File: src/kts_step_unit.sv
// kts_step_unit: shared increment / decrement unit for degree counts
// depends on nothing but its width parameter
module kts_step_unit #(
	parameter int DW = 9
) (
	input  logic [DW-1:0] a,
	input  logic          dec,
	output logic [DW-1:0] y,
	output logic          a_zero,
	output logic          a_one
);

	assign y      = dec ? (a - DW'(1)) : (a + DW'(1));
	assign a_zero = (a == '0);
	assign a_one  = (a == DW'(1));

endmodule

File: config.mk
export PLATFORM = sky130hd
export DESIGN_NAME = kts_step_unit
export DESIGN_NICKNAME = d
export VERILOG_FILES = /design/src/kts_step_unit.sv
export SDC_FILE = /design/constraint.sdc
export NUM_CORES = 1
export LEC_CHECK = 0
export BUFFER_PORTS_ARGS = -buffer_cell sky130_fd_sc_hd__clkbuf_2
export CORE_AREA = 2 2 39 41
export DETAILED_ROUTE_END_ITERATION = 16
export DIE_AREA = 0 0 41 43
export SETUP_SLACK_MARGIN = 0.5
export SYNTH_ARGS = -nofsm -noshare
export SYNTH_HDL_FRONTEND = slang
export SYNTH_SLANG_ARGS = --single-unit
File: constraint.sdc
create_clock -name vclk -period 2.97
set_input_delay 0.594 -clock vclk [all_inputs]
set_output_delay 0.594 -clock vclk [all_outputs]
set_load 0.05 [all_outputs]
==> results.toml <==
[finish]
final_common_cell = "clkbuf_2"
fillers = 151
final_cell_mix = "clkbuf_2, nand2_1, xor2_2, ha_1"
drive_above_1_share_pct = 47.5
clock_buffer_count = 0
seqCellArea_sq_um = 0
design.seq.count = 0
design_area_sq_um = 460
multi_input_area_sq_um = 322
area_growth_pct = 47.2
fin_cells = 77
layout.nets = 77
diodes = 0

[die]
core_area_sq_um = 1380
initial_utilization_pct = 22.6
die_height_um = 43
num_rows = 14
io_pins = 21
fp.dieW_um = 41
die_area_sq_um = 1760

[sta]
finalCriticalPeriod_ns = 2.45
fin_tns_setup_ns = 0
grt_setup_unrepaired = "yes"
slew_viol_final = 0
tightest_slew_ns = 0.369
setup_viol = 0
maxSlewHeadroom_pct = 75.2
post-route-period-util_pct = 82.7
finalHoldViolCount = 0
fmax_mhz = 407

[worst_setup_path]
crit_end = "y[6]"
crit_type = "input port to primary output"
cp.arrival_ns = 1.86
start_kind = "input port"
worst-path-max-fanout = 5
cp-end-kind = "primary output"
cp.required_ns = 2.38
cp-startpoint = "a[0]"

[routing]
detail-route-antenna-nets = 0
drc = 0
vias = 345
drtIter0Drc = 4
drt-total-wl_um = 766
vias_per_cell = 4.48
dr.pass1.iters = 2
post_drt_wl_per_cell_um = 9.95

[place]
placed_cells = 77
place_area_sq_um = 445
hpwl_um = 618
globalplace.congestion = 0.685
port_buffers = 21

[synth]
yosysWarnings = 0
postSynthAreaPerCell_sq_um = 7.45
netlist-cell-type-count = 20
yosysTopAreaCell = "xor2_1"
synth_area_leaders = "xor2_1, ha_1, buf_6, and2_1, nand2_1"
synth.cell_area_sq_um = 313
yosysSeqAreaShare_pct = 0
synth_fp_nets = 56
synth_top_area_share_pct = 19.6
syn_inst = 42

[pwr]
ir_drop_v = 0.0000790
p_leak_nw = 0.237
power.density_nw_per_um2 = 184

[grt]
grt_overflow = 0
grt_usage_pct = 9.40
grt_start_max_net_pins = 9
grt_pass1_wl_um = 1270
antenna_found_initial = 0
grt_pass1_vias = 320

[status]
status = "completed"

[min_path]
worst_hold_path_type = "input port to primary output"

[job]
maxCapViolations = 0
-- worst max-delay path, cell delays in order --
cell	delay [ns]
clkbuf_2	0.12
inv_1	0.10
ha_1	0.17
nand3_1	0.17
o31ai_2	0.31
xor2_2	0.15
clkbuf_4	0.24
-- metrics by stage --
stage	hold slack, ns	total power [mW]	util, %	setup slack, ns
3_5_place_dp	1.59	0.0839	32.2	0.440
6_report	1.57	0.0848	33.3	0.515
2_1_floorplan	1.36	0.0618	-	0.566
5_1_grt	1.58	0.0917	33.3	0.345
3_3_place_gp	1.58	0.0834	32.2	0.472
4_1_cts	1.59	0.0845	32.5	0.502
-- synthesized netlist by cell type --
cell type  number
buf_6           2
nand2_1         5
and4b_1         1
nand3b_1        1
xor2_1          7
mux2i_1         1
o21ai_0         1
o31ai_1         2
ha_1            4
nand3_2         1
inv_1           3
nand4b_1        1
nand3_1         2
o22ai_2         1
nand4_1         1
nor4_1          1
xnor2_1         1
nor2_1          3
o41ai_1         1
and2_1          3
-- metal layers --
metal | part of all wire [%] | track usage, % | wire (um) | vias up
met5 | 0 | 0 | 0 | -
met1 | 44 | 14.0 | 337 | 152
met2 | 48 | 15.6 | 366 | 14
met3 | 8.1 | 0 | 62 | 0
met4 | 0 | 0 | 0 | 0
li1 | - | - | - | 179
-- layout make-up --
class              count  area share (%)
repair buffers        21            23.4
well taps             16            4.35
inverters              3            2.45
multi-input cells     37            69.8
-- report_power, final --
part / switching, mW / total [mW] / internal (mW)
sequential: 0 / 0 / 0
combinational: 0.0625 / 0.0848 / 0.0224
clock: 0 / 0 / 0
total: 0.0625 / 0.0848 / 0.0224
-- worst min-delay path by stage --
stage,start,to,slack (ns),cells after the start
final,a[8],y[8],1.57,3
after global routing,a[8],y[8],1.58,3
after floorplan,a[0],y[0],1.36,1
after CTS,a[0],y[0],1.59,3
after detailed placement,a[0],y[0],1.59,3
after global placement,a[0],y[0],1.58,3
-- kinds of logic (layout without fill, tap and decap cells) --
kind of cell | Yosys count | count (layout) | share of synthesized area [%]
adders and majority gates | 4 | 4 | 16.0
and+or+nand+nor | 19 | 19 | 34.4
muxes | 1 | 1 | 3.20
buffers and inverters | 5 | 24 | 10.8
AOI/OAI and AO/OA | 5 | 5 | 13.2
xor gates and xnor gates | 8 | 8 | 22.4
-- timing repair --
action	CTS	global route
buffers inserted	0	0
hold buffers	0	0
gates resized for setup	1	5
setup endpoints to repair	1	4
Power figures use the tool's default switching activity.
